===== src/rtl/core/ftm_pkg.sv =====
// ----------------------------------------------------------------------------
// Fault table manager package
// Shared codes, table entry layout and the controller/datapath interface.
// ----------------------------------------------------------------------------
package ftm_pkg;

	// Default table depth.
	localparam int MAX_FAULTS_DEF = 16;

	// Widths fixed by the port definition.
	localparam int ID_W    = 8;
	localparam int SEV_W   = 2;
	localparam int US_W    = 32;
	localparam int FUNC_W  = 2;
	localparam int SPEED_W = 16;
	localparam int THR_W   = 15;
	localparam int ACNT_W  = 5;
	localparam int CFG_W   = 32;
	localparam int CFGI_W  = 2;

	// Command codes.
	localparam logic [FUNC_W-1:0] FUNC_REPORT = 2'd0;
	localparam logic [FUNC_W-1:0] FUNC_TICK   = 2'd1;
	localparam logic [FUNC_W-1:0] FUNC_ACK    = 2'd2;

	// Severity codes; the fourth code is handled as a warning.
	localparam logic [SEV_W-1:0] SEV_WARNING   = 2'd0;
	localparam logic [SEV_W-1:0] SEV_LATCHED   = 2'd1;
	localparam logic [SEV_W-1:0] SEV_SELFCLEAR = 2'd2;

	// Configuration register indexes.
	localparam logic [CFGI_W-1:0] REG_SPEED_THR   = 2'd0;
	localparam logic [CFGI_W-1:0] REG_NR_TIMEOUT  = 2'd1;
	localparam logic [CFGI_W-1:0] REG_GATE_ID     = 2'd2;
	localparam logic [CFGI_W-1:0] REG_NR_ID       = 2'd3;

	// Configuration reset values.
	localparam logic [THR_W-1:0] SPEED_THR_RST  = 15'd26;
	localparam logic [US_W-1:0]  NR_TIMEOUT_RST = 32'd1000000;
	localparam logic [ID_W-1:0]  GATE_ID_RST    = 8'd254;
	localparam logic [ID_W-1:0]  NR_ID_RST      = 8'd255;

	typedef struct packed {
		logic [ID_W-1:0]  id;
		logic [SEV_W-1:0] sev;
		logic [US_W-1:0]  remaining;
	} entry_t;

	// What a table walk does with each entry it reads.
	typedef enum logic [1:0] {
		MODE_SCAN,
		MODE_TICK,
		MODE_ACK
	} mode_t;

	// Where the operands of a report come from.
	typedef enum logic [1:0] {
		SRC_ITEM,
		SRC_GATE,
		SRC_READY
	} src_t;

	typedef struct packed {
		logic  load;
		logic  walk;
		mode_t mode;
		src_t  src;
		logic  update;
		logic  commit;
	} cmd_t;

	typedef struct packed {
		logic [FUNC_W-1:0] func;
		logic              do_gate;
		logic              do_ready;
		logic              walk_done;
	} status_t;

endpackage


===== src/rtl/core/fault_table_manager_core.sv =====
// ----------------------------------------------------------------------------
// Fault table manager core
// Ordered table of active faults with reports, periodic ticks and acknowledge.
// ----------------------------------------------------------------------------
//
// Channel   Direction  Handshake                Beat contents
// command   in         start high, busy low     func, fault_id, severity,
//                                               timeout_us, elapsed_us, speed,
//                                               gate_fault_n, gate_ready_n
// result    out        done strobe, one cycle   driver_enable, system_faulted,
//                                               active_count
// config    in         wr_en, no wait           wr_index, wr_data
//
// Every command beat yields exactly one result beat. A report and an
// acknowledge each walk the table once, over the N entries held; the table
// RAM is walked one entry per cycle through its single registered read port.
// A tick walks the table once more for each pin fault that newly appears.
// Reset empties the table at once (the entry count goes to zero) and holds
// the drivers disabled until the first tick. The receiver cannot stall: the
// result is shown for the single cycle in which done is high, and busy is
// already low in that cycle, so the next command can be taken then.
module fault_table_manager_core #(
	parameter int MAX_FAULTS = ftm_pkg::MAX_FAULTS_DEF
) (
	input  logic                               clk,
	input  logic                               arst_n,
	// Command beat.
	input  logic                               start,
	output logic                               busy,
	input  logic [ftm_pkg::FUNC_W-1:0]         func,
	input  logic [ftm_pkg::ID_W-1:0]           fault_id,
	input  logic [ftm_pkg::SEV_W-1:0]          severity,
	input  logic [ftm_pkg::US_W-1:0]           timeout_us,
	input  logic [ftm_pkg::US_W-1:0]           elapsed_us,
	input  logic signed [ftm_pkg::SPEED_W-1:0] speed,
	input  logic                               gate_fault_n,
	input  logic                               gate_ready_n,
	// Result beat.
	output logic                               done,
	output logic                               driver_enable,
	output logic                               system_faulted,
	output logic [ftm_pkg::ACNT_W-1:0]         active_count,
	// Configuration writes.
	input  logic                               wr_en,
	input  logic [ftm_pkg::CFGI_W-1:0]         wr_index,
	input  logic [ftm_pkg::CFG_W-1:0]          wr_data
);

	import ftm_pkg::*;

	// The controller only sequences; all table contents, counters and
	// configuration live in the datapath.
	cmd_t    cmd;
	status_t sts;

	ftm_ctrl u_ctrl (
		.clk   (clk),
		.arst_n(arst_n),
		.start (start),
		.busy  (busy),
		.done  (done),
		.sts   (sts),
		.cmd   (cmd)
	);

	// The datapath owns the table RAM. A walk reads one entry per cycle; in a
	// tick or an acknowledge it writes the surviving entries back toward the
	// bottom of the table, which keeps their order and closes the gaps.
	ftm_dpath #(
		.MAX_FAULTS(MAX_FAULTS)
	) u_dpath (
		.clk           (clk),
		.arst_n        (arst_n),
		.cmd           (cmd),
		.sts           (sts),
		.wr_en         (wr_en),
		.wr_index      (wr_index),
		.wr_data       (wr_data),
		.func          (func),
		.fault_id      (fault_id),
		.severity      (severity),
		.timeout_us    (timeout_us),
		.elapsed_us    (elapsed_us),
		.speed         (speed),
		.gate_fault_n  (gate_fault_n),
		.gate_ready_n  (gate_ready_n),
		.driver_enable (driver_enable),
		.system_faulted(system_faulted),
		.active_count  (active_count)
	);

endmodule


===== src/rtl/core/ftm_ram.sv =====
// ----------------------------------------------------------------------------
// Fault table RAM
// Generic simple dual-port RAM, one write and one registered read port.
// ----------------------------------------------------------------------------
module ftm_ram #(
	parameter int WIDTH = 8,
	parameter int DEPTH = 16,
	parameter int AW    = (DEPTH > 1) ? $clog2(DEPTH) : 1
) (
	input  logic             clk,
	input  logic             we,
	input  logic [AW-1:0]    waddr,
	input  logic [WIDTH-1:0] wdata,
	input  logic             re,
	input  logic [AW-1:0]    raddr,
	output logic [WIDTH-1:0] rdata
);

	logic [WIDTH-1:0] mem_q [DEPTH];
	logic [WIDTH-1:0] rdata_q;

	always_ff @(posedge clk) begin
		if (we) begin
			mem_q[waddr] <= wdata;
		end
		if (re) begin
			rdata_q <= mem_q[raddr];
		end
	end

	assign rdata = rdata_q;

endmodule


===== src/rtl/core/ftm_ctrl.sv =====
// ----------------------------------------------------------------------------
// Fault table manager controller
// Sequences reports, pin checks and table walks for one command at a time.
// ----------------------------------------------------------------------------
module ftm_ctrl (
	input  logic            clk,
	input  logic            arst_n,
	input  logic            start,
	output logic            busy,
	output logic            done,
	input  ftm_pkg::status_t sts,
	output ftm_pkg::cmd_t    cmd
);

	import ftm_pkg::*;

	typedef enum logic [2:0] {
		ST_IDLE,
		ST_DISPATCH,
		ST_GATE,
		ST_READY,
		ST_SCAN,
		ST_UPDATE,
		ST_PASS
	} state_t;

	state_t state_q;
	logic   busy_q;
	logic   done_q;
	src_t   src_q;

	// The done strobe is raised only on the way back to idle and cleared in
	// the idle state, so it is low in every busy state.
	always_ff @(posedge clk or negedge arst_n) begin
		if (!arst_n) begin
			state_q <= ST_IDLE;
			busy_q  <= 1'b0;
			done_q  <= 1'b0;
			src_q   <= SRC_ITEM;
		end else begin
			case (state_q)
				ST_IDLE: begin
					done_q <= 1'b0;
					if (start && !busy_q) begin
						busy_q  <= 1'b1;
						state_q <= ST_DISPATCH;
					end
				end
				ST_DISPATCH: begin
					case (sts.func)
						FUNC_REPORT: begin
							src_q   <= SRC_ITEM;
							state_q <= ST_SCAN;
						end
						FUNC_TICK: state_q <= ST_GATE;
						FUNC_ACK:  state_q <= ST_PASS;
						default: begin
							busy_q  <= 1'b0;
							done_q  <= 1'b1;
							state_q <= ST_IDLE;
						end
					endcase
				end
				ST_GATE: begin
					if (sts.do_gate) begin
						src_q   <= SRC_GATE;
						state_q <= ST_SCAN;
					end else begin
						state_q <= ST_READY;
					end
				end
				ST_READY: begin
					if (sts.do_ready) begin
						src_q   <= SRC_READY;
						state_q <= ST_SCAN;
					end else begin
						state_q <= ST_PASS;
					end
				end
				ST_SCAN: begin
					if (sts.walk_done) begin
						state_q <= ST_UPDATE;
					end
				end
				ST_UPDATE: begin
					case (src_q)
						SRC_ITEM: begin
							busy_q  <= 1'b0;
							done_q  <= 1'b1;
							state_q <= ST_IDLE;
						end
						SRC_GATE: state_q <= ST_READY;
						default:  state_q <= ST_PASS;
					endcase
				end
				ST_PASS: begin
					if (sts.walk_done) begin
						busy_q  <= 1'b0;
						done_q  <= 1'b1;
						state_q <= ST_IDLE;
					end
				end
				default: begin
					done_q  <= 1'b0;
					state_q <= ST_IDLE;
				end
			endcase
		end
	end

	always_comb begin
		cmd        = '0;
		cmd.load   = (state_q == ST_IDLE) && start && !busy_q;
		cmd.walk   = (state_q == ST_SCAN) || (state_q == ST_PASS);
		cmd.src    = src_q;
		cmd.update = (state_q == ST_UPDATE);
		cmd.commit = (state_q == ST_PASS) && sts.walk_done;
		if (state_q == ST_SCAN) begin
			cmd.mode = MODE_SCAN;
		end else if (sts.func == FUNC_TICK) begin
			cmd.mode = MODE_TICK;
		end else begin
			cmd.mode = MODE_ACK;
		end
	end

	assign busy = busy_q;
	assign done = done_q;

endmodule


===== src/rtl/core/ftm_dpath.sv =====
// ----------------------------------------------------------------------------
// Fault table manager datapath
// Configuration, status registers, table RAM and the walk/compaction logic.
// ----------------------------------------------------------------------------
module ftm_dpath #(
	parameter int MAX_FAULTS = ftm_pkg::MAX_FAULTS_DEF
) (
	input  logic                          clk,
	input  logic                          arst_n,
	input  ftm_pkg::cmd_t                 cmd,
	output ftm_pkg::status_t              sts,
	input  logic                          wr_en,
	input  logic [ftm_pkg::CFGI_W-1:0]    wr_index,
	input  logic [ftm_pkg::CFG_W-1:0]     wr_data,
	input  logic [ftm_pkg::FUNC_W-1:0]    func,
	input  logic [ftm_pkg::ID_W-1:0]      fault_id,
	input  logic [ftm_pkg::SEV_W-1:0]     severity,
	input  logic [ftm_pkg::US_W-1:0]      timeout_us,
	input  logic [ftm_pkg::US_W-1:0]      elapsed_us,
	input  logic signed [ftm_pkg::SPEED_W-1:0] speed,
	input  logic                          gate_fault_n,
	input  logic                          gate_ready_n,
	output logic                          driver_enable,
	output logic                          system_faulted,
	output logic [ftm_pkg::ACNT_W-1:0]    active_count
);

	import ftm_pkg::*;

	localparam int IW = (MAX_FAULTS > 1) ? $clog2(MAX_FAULTS) : 1;
	localparam int CW = $clog2(MAX_FAULTS + 1);
	localparam int EW = $bits(entry_t);

	// Configuration registers.
	logic [THR_W-1:0] speed_thr_q;
	logic [US_W-1:0]  nr_timeout_q;
	logic [ID_W-1:0]  gate_id_q;
	logic [ID_W-1:0]  nr_id_q;

	// Architectural state.
	logic [CW-1:0] count_q;
	logic          flag_q;
	logic          gate_seen_q;
	logic          nr_seen_q;
	logic          enable_q;

	// Command operands captured at accept.
	logic [FUNC_W-1:0] func_q;
	logic [ID_W-1:0]   item_id_q;
	logic [SEV_W-1:0]  item_sev_q;
	logic [US_W-1:0]   item_tmo_q;
	logic [US_W-1:0]   elapsed_q;
	logic              stopped_q;
	logic              do_gate_q;
	logic              do_ready_q;

	// Walk state.
	logic [CW-1:0] rd_ptr_q;
	logic [CW-1:0] wr_ptr_q;
	logic          vld_s1;
	logic [IW-1:0] idx_s1;
	logic          found_q;
	logic [IW-1:0] match_idx_q;
	logic [SEV_W-1:0] match_sev_q;
	logic          acc_q;

	logic [SPEED_W:0]  speed_ext;
	logic [SPEED_W:0]  speed_mag;
	logic              stopped;
	logic [ID_W-1:0]   rep_id;
	logic [SEV_W-1:0]  rep_sev;
	logic [US_W-1:0]   rep_tmo;
	logic              rd_issue;
	logic [EW-1:0]     rdata;
	entry_t            rd_entry;
	entry_t            tick_entry;
	logic              keep;
	logic              ram_we;
	logic [IW-1:0]     ram_waddr;
	entry_t            ram_wdata;

	// Speed magnitude; the most negative value maps to its true magnitude.
	assign speed_ext = {speed[SPEED_W-1], speed};
	assign speed_mag = speed[SPEED_W-1] ? ((SPEED_W+1)'(0) - speed_ext) : speed_ext;
	assign stopped   = speed_mag < {2'b00, speed_thr_q};

	always_comb begin
		case (cmd.src)
			SRC_GATE: begin
				rep_id  = gate_id_q;
				rep_sev = SEV_LATCHED;
				rep_tmo = '0;
			end
			SRC_READY: begin
				rep_id  = nr_id_q;
				rep_sev = SEV_SELFCLEAR;
				rep_tmo = nr_timeout_q;
			end
			default: begin
				rep_id  = item_id_q;
				rep_sev = item_sev_q;
				rep_tmo = item_tmo_q;
			end
		endcase
	end

	assign rd_issue = cmd.walk && (rd_ptr_q < count_q);
	assign rd_entry = entry_t'(rdata);

	always_comb begin
		tick_entry = rd_entry;
		keep       = 1'b1;
		case (cmd.mode)
			MODE_TICK: begin
				if (rd_entry.sev == SEV_SELFCLEAR) begin
					tick_entry.remaining = (rd_entry.remaining > elapsed_q) ?
						(rd_entry.remaining - elapsed_q) : '0;
					keep = !((tick_entry.remaining == '0) && stopped_q);
				end
			end
			MODE_ACK: keep = (rd_entry.sev != SEV_LATCHED);
			default:  keep = 1'b0;
		endcase
	end

	// Single write port: report update or compaction write-back.
	always_comb begin
		ram_we    = 1'b0;
		ram_waddr = wr_ptr_q[IW-1:0];
		ram_wdata = tick_entry;
		if (cmd.update) begin
			ram_wdata.id  = rep_id;
			ram_wdata.sev = rep_sev;
			ram_wdata.remaining = rep_tmo;
			if (found_q) begin
				ram_we        = (rep_sev == SEV_SELFCLEAR);
				ram_waddr     = match_idx_q;
				ram_wdata.sev = match_sev_q;
			end else begin
				ram_we    = (count_q < CW'(MAX_FAULTS));
				ram_waddr = count_q[IW-1:0];
			end
		end else if (cmd.walk && vld_s1 && (cmd.mode != MODE_SCAN)) begin
			ram_we = keep;
		end
	end

	ftm_ram #(
		.WIDTH(EW),
		.DEPTH(MAX_FAULTS),
		.AW   (IW)
	) u_ram (
		.clk  (clk),
		.we   (ram_we),
		.waddr(ram_waddr),
		.wdata(EW'(ram_wdata)),
		.re   (rd_issue),
		.raddr(rd_ptr_q[IW-1:0]),
		.rdata(rdata)
	);

	always_ff @(posedge clk or negedge arst_n) begin
		if (!arst_n) begin
			speed_thr_q  <= SPEED_THR_RST;
			nr_timeout_q <= NR_TIMEOUT_RST;
			gate_id_q    <= GATE_ID_RST;
			nr_id_q      <= NR_ID_RST;
		end else if (wr_en) begin
			case (wr_index)
				REG_SPEED_THR:  speed_thr_q  <= wr_data[THR_W-1:0];
				REG_NR_TIMEOUT: nr_timeout_q <= wr_data[US_W-1:0];
				REG_GATE_ID:    gate_id_q    <= wr_data[ID_W-1:0];
				REG_NR_ID:      nr_id_q      <= wr_data[ID_W-1:0];
				default: ;
			endcase
		end
	end

	// Operand capture; the pin edge decisions use the seen flags before update.
	always_ff @(posedge clk) begin
		if (cmd.load) begin
			func_q     <= func;
			item_id_q  <= fault_id;
			item_sev_q <= (severity == SEV_SELFCLEAR || severity == SEV_LATCHED) ?
				severity : SEV_WARNING;
			item_tmo_q <= timeout_us;
			elapsed_q  <= elapsed_us;
			stopped_q  <= stopped;
			do_gate_q  <= (func == FUNC_TICK) && !gate_fault_n && !gate_seen_q;
			do_ready_q <= (func == FUNC_TICK) && !gate_ready_n && !nr_seen_q;
		end
	end

	always_ff @(posedge clk or negedge arst_n) begin
		if (!arst_n) begin
			count_q     <= '0;
			flag_q      <= 1'b0;
			gate_seen_q <= 1'b0;
			nr_seen_q   <= 1'b0;
			enable_q    <= 1'b0;
		end else begin
			if (cmd.load && (func == FUNC_TICK)) begin
				gate_seen_q <= !gate_fault_n;
				nr_seen_q   <= !gate_ready_n;
			end
			if (cmd.update && !found_q && (count_q < CW'(MAX_FAULTS))) begin
				count_q <= count_q + CW'(1);
				if (rep_sev != SEV_WARNING) begin
					flag_q <= 1'b1;
				end
			end
			if (cmd.commit) begin
				count_q <= wr_ptr_q;
				flag_q  <= acc_q;
				if (cmd.mode == MODE_TICK) begin
					enable_q <= !acc_q;
				end
			end
		end
	end

	always_ff @(posedge clk or negedge arst_n) begin
		if (!arst_n) begin
			rd_ptr_q <= '0;
			wr_ptr_q <= '0;
			vld_s1   <= 1'b0;
			found_q  <= 1'b0;
			acc_q    <= 1'b0;
		end else if (!cmd.walk) begin
			rd_ptr_q <= '0;
			wr_ptr_q <= '0;
			vld_s1   <= 1'b0;
			found_q  <= 1'b0;
			acc_q    <= 1'b0;
		end else begin
			vld_s1 <= rd_issue;
			if (rd_issue) begin
				rd_ptr_q <= rd_ptr_q + CW'(1);
			end
			if (vld_s1) begin
				if (cmd.mode == MODE_SCAN) begin
					if (!found_q && (rd_entry.id == rep_id)) begin
						found_q <= 1'b1;
					end
				end else if (keep) begin
					wr_ptr_q <= wr_ptr_q + CW'(1);
					if (rd_entry.sev != SEV_WARNING) begin
						acc_q <= 1'b1;
					end
				end
			end
		end
	end

	always_ff @(posedge clk) begin
		if (rd_issue) begin
			idx_s1 <= rd_ptr_q[IW-1:0];
		end
		if (cmd.walk && vld_s1 && (cmd.mode == MODE_SCAN) && !found_q &&
			(rd_entry.id == rep_id)) begin
			match_idx_q <= idx_s1;
			match_sev_q <= rd_entry.sev;
		end
	end

	always_comb begin
		sts           = '0;
		sts.func      = func_q;
		sts.do_gate   = do_gate_q;
		sts.do_ready  = do_ready_q;
		sts.walk_done = (rd_ptr_q == count_q) && !vld_s1;
	end

	assign driver_enable  = enable_q;
	assign system_faulted = flag_q;
	assign active_count   = ACNT_W'(count_q);

endmodule

===== config.mk =====
export PLATFORM = sky130hd
export DESIGN_NAME = fault_table_manager_core
export DESIGN_NICKNAME = d
export VERILOG_FILES = /design/src/rtl/core/ftm_pkg.sv /design/src/rtl/core/fault_table_manager_core.sv /design/src/rtl/core/ftm_ram.sv /design/src/rtl/core/ftm_ctrl.sv /design/src/rtl/core/ftm_dpath.sv
export SDC_FILE = /design/constraint.sdc
export NUM_CORES = 1
export LEC_CHECK = 0
export BUFFER_PORTS_ARGS = -buffer_cell sky130_fd_sc_hd__buf_2
export CAP_MARGIN = 0
export CORE_MARGIN = 4
export CORE_UTILIZATION = 60
export DETAILED_ROUTE_END_ITERATION = 8
export HOLD_SLACK_MARGIN = 0.12
export PLACE_DENSITY = 0.77
export SLEW_MARGIN = 20
export SYNTH_ARGS = -nofsm -noshare
export SYNTH_HDL_FRONTEND = slang
export SYNTH_SLANG_ARGS = --single-unit

===== constraint.sdc =====
create_clock -name clk -period 13.4 [get_ports clk]
set_input_delay 0.67 -clock clk [delete_from_list [all_inputs] [get_ports clk]]
set_output_delay 0.67 -clock clk [all_outputs]
set_load 0.03 [all_outputs]

After elaboration in Yosys (flattened, before gate mapping)
Memory sizes are Yosys's and may differ from the RTL's. A register that Yosys moved wholly into a read port is not among the register bits. Index checks and enable logic that the tools add are counted.

Add/sub/neg operators: 5. Bitwise logic cells: 1. Shift operators: 0. Magnitude comparators: 4. Reduce and logical (&&, ||, !) cells: 59. $mul: 0. Div/mod/pow operators: 0. Muxes and demuxes: 62. Eq/ne operators: 38.

Operators by type and width (count): $mux 32 (3); $pmux 32 s2 (1); $mux 42 (1); $mux 5 (8); $gt 32x32->1 (1); $logic_not 32->1 (1); $sub 32x32->32 (1); $mux 1 (26); $pmux 3 s7 (1); $logic_and 1x1->1 (20); $ne 2x2->1 const B (9); $lt 17x15->1 (1); $mux 17 (1); $sub 1x16->17 const A (1); $eq 2x2->1 const B (8); $pmux 8 s2 (1); $add 5x1->5 const B (3); $mux 2 (7); $ne 2x1->1 const B (7); $eq 2x1->1 const B (6); $mux 3 (4); $reduce_and 2->1 (6); $reduce_and 4->1 (3); $reduce_bool 2->1 (5); other kinds (24) (44).

ROM bits: 0. Logic and storage cells: 199. Bits in latches: 0. Bits in registers: 181. Memory bits (writable): 672. Input bits: 132. Memories kept: 1. Output and inout port bits: 9.

Memory list: u_dpath.u_ram.mem_q (words 16, width 42, rd ports 1, clocked after memory_dff 1, wr ports 1, RTL line ftm_ram.sv:19) `logic [WIDTH-1:0] mem_q [DEPTH];`.

Logic depth before layout (Yosys ltp)
Word-level depth: 11. Mapped depth: 15. Mapped depth without buffers: 15.

Cells and area by module
From an unflattened synthesis, not the netlist that was laid out.

Cells, all modules: 2199. Area total of the unflattened synthesis: 37637.3 um^2.

By module, submodules not included: ftm_ram (times used 1, area an instance 26477.9 um^2, cells each 1092); ftm_dpath (times used 1, area an instance 10620.2 um^2, cells each 1039); ftm_ctrl (times used 1, area an instance 539.3 um^2, cells each 68).

Worst setup path after synthesis
Ideal clock, no wire load.

Kind: input port to flip-flop. From: input port start. To: register u_dpath.gate_seen_q. Arrival time: 9.281 ns. Stages: 4. Path buffers: 0. Library setup time: 0.079 ns. Path slack: 4.040 ns. Cell sequence: nand2b_1 > nor4_1 > and3b_1 > mux2i_1.

RTL lines: start, declared (RTL line fault_table_manager_core.sv:28) `input logic start,`; end signal, assigned (RTL line ftm_dpath.sv:203) `gate_seen_q <= !gate_fault_n;`; end, declared (RTL line ftm_dpath.sv:43) `logic gate_seen_q;`.

Worst setup path after layout
From: register u_dpath.u_ram.rdata_q[4] (netlist: u_dpath.u_ram.rdata[4]) (read register of u_dpath.u_ram.mem_q). To: memory u_dpath.u_ram.mem_q[1][6] (netlist bit), enable pin.

Word-level cells in the longest chain between the ends: 11. Elaborated cells between the ends (all ways): 12. Those cells by class: add/sub (1); order compare (1); mux (7); reduce/logical (3).

RTL lines: start, declared (RTL line ftm_ram.sv:20) `logic [WIDTH-1:0] rdata_q;`; $sub 32x32->32 / $gt 32x32->1 (equally long branches) (RTL line ftm_dpath.sv:117, ftm_dpath.sv:116); $mux 32 (*) (RTL line ftm_dpath.sv:116) `tick_entry.remaining = (rd_entry.remaining > elapsed_q) ?`; $logic_not 32->1 (*) (RTL line ftm_dpath.sv:118) `keep = !((tick_entry.remaining == '0) && stopped_q);`; $logic_and 1x1->1 (*) (RTL line ftm_dpath.sv:118); $logic_not 1->1 (*) (RTL line ftm_dpath.sv:118); $mux 1 (*) (RTL line ftm_dpath.sv:115) `if (rd_entry.sev == SEV_SELFCLEAR) begin`; $pmux 1 s2 (*) (RTL line ftm_dpath.sv:113) `case (cmd.mode)`; $mux 1 (*) (RTL line ftm_dpath.sv:143) `end else if (cmd.walk && vld_s1 && (cmd.mode != MODE_SCAN)) begin`; $mux 1 (*) (RTL line ftm_dpath.sv:131) `if (cmd.update) begin`; $mux 1 (*) (RTL line ftm_ram.sv:23) `if (we) begin`; $mux 1 (not written as such) (*) (RTL line ftm_ram.sv:24) `mem_q[waddr] <= wdata;`; end, declared (RTL line ftm_ram.sv:19).

Mark *: on every way between the ends. The rest lies on a longest branch, timed or not.

==> out/results.tsv <==
stage	metric	value	unit
global_routing	grt.overflow.total	0	
pwr	p_clk_share	27.9	%
floorplanning	core_area	61800	µm²
place	gp_congestion	0.948	
floorplanning	num_rows	91	
yosys	ys_seq_area_share	70.4	%
floorplanning	ios	141	
yosys	syn_nets	2312	
drt	vias_per_cell	6.73	
sta	rsz0062_at_grt	false	
finish	fill_cells	3918	
clock_tree	htree_levels	3	
floorplanning	initial_utilization	60.8	%
yosys	synth_top_area_share	64.2	%
finish	postLayoutCellArea	42400	µm²
status	status	completed	
place	dp_cells	3033	
place	postPlaceCellArea	39400	µm²
sta	maxSlewViolCount	0	
sta	skew	33.3	ps
finish	syn_to_final_growth	12.9	%
yosys	yosysTopAreaCell	edfxtp_1	
sta	fin_ws	7470	ps
setup_path	crit_start	u_dpath.u_ram.rdata[4]	
setup_path	slowest_delay	890	ps
yosys	syn_avg_cell_area	17.8	µm²
finish	finalNetCount	2485	
yosys	synthTopCellsByArea	edfxtp_1, mux4_2, dfrtp_1	
clock_tree	path_clk_slew	60	ps
drt	drc	0	
setup_path	path_depth	13	
sta	maxSlewHeadroom	26.6	%
yosys	synth_ff_type	edfxtp_1	
run	max_cap_violations	0	
place	portBuffers	140	
sta	clock.fmax	169	MHz
setup_path	rr_worst_depth	13	
pwr	switching_share	32.5	%
clock_tree	cts_setup_buffers	0	
pwr	finalPower	8.88	mW
drt	drt-total-wl	98.7	mm
yosys	yosys_warnings	0	
setup_path	r2r-start	u_dpath.u_ram.rdata[4]	
sta	hold_ws	186	ps
pwr	power.share.sequential	43.9	%
pwr	internal-power	6.00	mW
finish	utilization	68.6	%
global_routing	grt_antenna_before_repair	7	
clock_tree	root_buffer	clkbuf_16	
setup_path	startpoint_type	flop	
setup_path	slowest_stage	a2111oi_0	
setup_path	crit_buf_inv	1	
drt	via_count	21500	
sta	tns	0	ps
clock_tree	cts.sinks	895	
sta	worst_slew_pin_slew	1100	ps
setup_path	critPathTopFamily	compound AO/OA/AOI/OAI gates	
global_routing	grt_usage	29.7	%
finish	layout-drive-gt1-share	27.8	%
worst_hold_path	hold_path_depth	1	
finish	stdcell_count	3195	
setup_path	crit_type	flop to flop	
worst_hold_path	hold_path.class	primary input to flop	
clock_tree	cts_buffer_depth	3	
sta	setup_violations	0	
yosys	ys_ff_latch	895	
sta	finalCritPeriodShare	44.2	%
pwr	power_density	209	nW/µm²
yosys	ys_types	73	
floorplanning	die-height	258	µm
yosys	synthesis.area	37600	µm²
yosys	async_reset_ff_share	10.3	%
setup_path	worst_ep_required_time	13760	ps
sta	hold_violations	0	
drt	wl_per_cell	30.9	µm
pwr	ir_drop	0.125	mV
setup_path	crit_path_end_kind	flop	
drt	ant_nets	0	
drt	dr.pass1.iters	5	
global_routing	grt_pass1_wl	145	mm
clock_tree	numCtsBuffers	88	
place	dp_hpwl	57.8	mm
pwr	p_leak	14.1	nW
setup_path	worstPathCellList	ha_1 > a21o_1 > a31oi_1 > a21oi_1 > or3_1 > a2111oi_0 > o2111ai_1 > nor4b_1 > nand4b_1 > o21ai_2 > a2bb2oi_4 > nor2_4 > buf_4	
global_routing	grt_pass1_vias	21700	
clock_tree	cts_tree	built	
clock_tree	insertion_delay	660	ps
pwr	p_switching	2.89	mW
sta	min_period	5930	ps
global_routing	grt_max_degree	76	
setup_path	path_max_fanout	23	
place	dp_slack	7680	ps
drt	drtIter0Drc	2956	
yosys	synth-edff-count	803	
floorplanning	dieArea	66700	µm²
floorplanning	die_x	258	µm
worst_hold_path	hold_start	timeout_us[25]	
setup_path	critical_path_arrival	6290	ps
pwr	combPwrFrac	28.2	%
yosys	syn_inst	2115	
-- layer usage --
| metal | up-vias | GRT usage [%] | share of wire (%) |
|---|---|---|---|
| met4 | 4 | 9.01 | 3.4 |
| met2 | 1324 | 47.9 | 48 |
| li1 | 8894 | - | - |
| met3 | 227 | 8.33 | 11 |
| met1 | 11100 | 40.5 | 37 |
| met5 | - | 0 | 0.027 |
-- power by group through the flow --
stage | combinational [mW] | sequential [mW] | clock, mW
floorplan | 1.58 | 3.87 | 0
finish | 2.51 | 3.90 | 2.48
global route | 2.68 | 3.91 | 2.63
CTS | 2.44 | 3.90 | 2.51
global placement | 2.33 | 3.94 | 0
detailed placement | 2.41 | 3.95 | 0
-- sequential cells by signal (all words and copies together), names as in the netlist, 2 cells and up --
register	count
u_dpath.elapsed_q	32
u_dpath.item_id_q	8
u_dpath.match_sev_q	2
u_dpath.u_ram.mem_q	672
u_dpath.nr_id_q	8
u_dpath.gate_id_q	8
u_dpath.speed_thr_q	15
u_dpath.func_q	2
u_ctrl.src_q	2
u_dpath.item_sev_q	2
u_dpath.idx_s1	4
u_dpath.u_ram.rdata	42
u_dpath.match_idx_q	4
u_dpath.item_tmo_q	32
u_dpath.rd_ptr_q	5
u_dpath.wr_ptr_q	5
u_dpath.nr_timeout_q	32
u_ctrl.state_q	3
u_dpath.active_count	5
-- cell type report --
class	instances	area, µm²	area share [%]
antenna	1	2.50	0.00590
clock buffer	132	2520	5.95
clock inverter	27	383	0.902
inverter	77	289	0.681
multi-input combinational	1034	10600	25.0
sequential	895	26500	62.4
tap	837	1050	2.47
timing repair buffer	192	1100	2.59
-- layout by cell type, fill, tap and decap left out, types with 14 or more instances in the layout --
master / Yosys / layout
xnor2_1: 33 / 33
nor2_1: 87 / 61
nand3_1: 21 / 21
a21o_1: 20 / 20
nor3_1: 17 / 16
nand4_1: 14 / 14
mux2_2: 51 / 51
buf_4: 3 / 51
o21ai_0: 76 / 75
clkbuf_1: 79 / 33
mux4_2: 210 / 210
nand2_1: 97 / 96
clkbuf_16: 0 / 92
or3_1: 14 / 14
a22oi_1: 14 / 14
ha_1: 64 / 64
a21oi_1: 69 / 62
inv_1: 77 / 76
buf_2: 7 / 139
edfxtp_1: 803 / 803
a221oi_1: 55 / 55
nor2_2: 0 / 17
dfrtp_1: 67 / 63
dfstp_2: 25 / 25
-- Yosys cell counts, drive strengths merged, types with 30 or more instances --
library cell and n:
xnor2 33, mux2 51, a21oi 70, inv 77, buf 30, o21ai 78, dfrtp 67, ha 64
edfxtp 803, mux4 210, a221oi 55, nand2 97, clkbuf 79, nor2 87
-- repair_timing --
action	in CTS	in global routing
resized for setup	0	0
hold buffers	1	0
hold endpoints to repair	31	0
-- logic make-up (layout without fill, tap and decap cells) --
logic type	count (synthesis)	after routing	share of synthesized area [%]
muxes	272	272	14.4
buffers and inverters	186	428	1.93
other	0	1	0
AOI/OAI and AO/OA	329	329	5.91
DFF	895	895	70.4
adders and majority gates	65	65	2.18
xor gates and xnor gates	43	43	1.00
and+or+nand+nor	325	325	4.21
-- worst paths after layout --
kind	to	slack [ps]
min	u_dpath.item_tmo_q[25]	190
min reg2reg	u_dpath.match_idx_q[3]	420
min in group asynchronous	u_dpath.driver_enable	550
max in group asynchronous	u_dpath.nr_timeout_q[20]	11580
max	u_dpath.u_ram.mem_q[1][6]	7470
max reg2reg	u_dpath.u_ram.mem_q[1][6]	7470
Note: power is estimated with default switching activity, not from simulation.
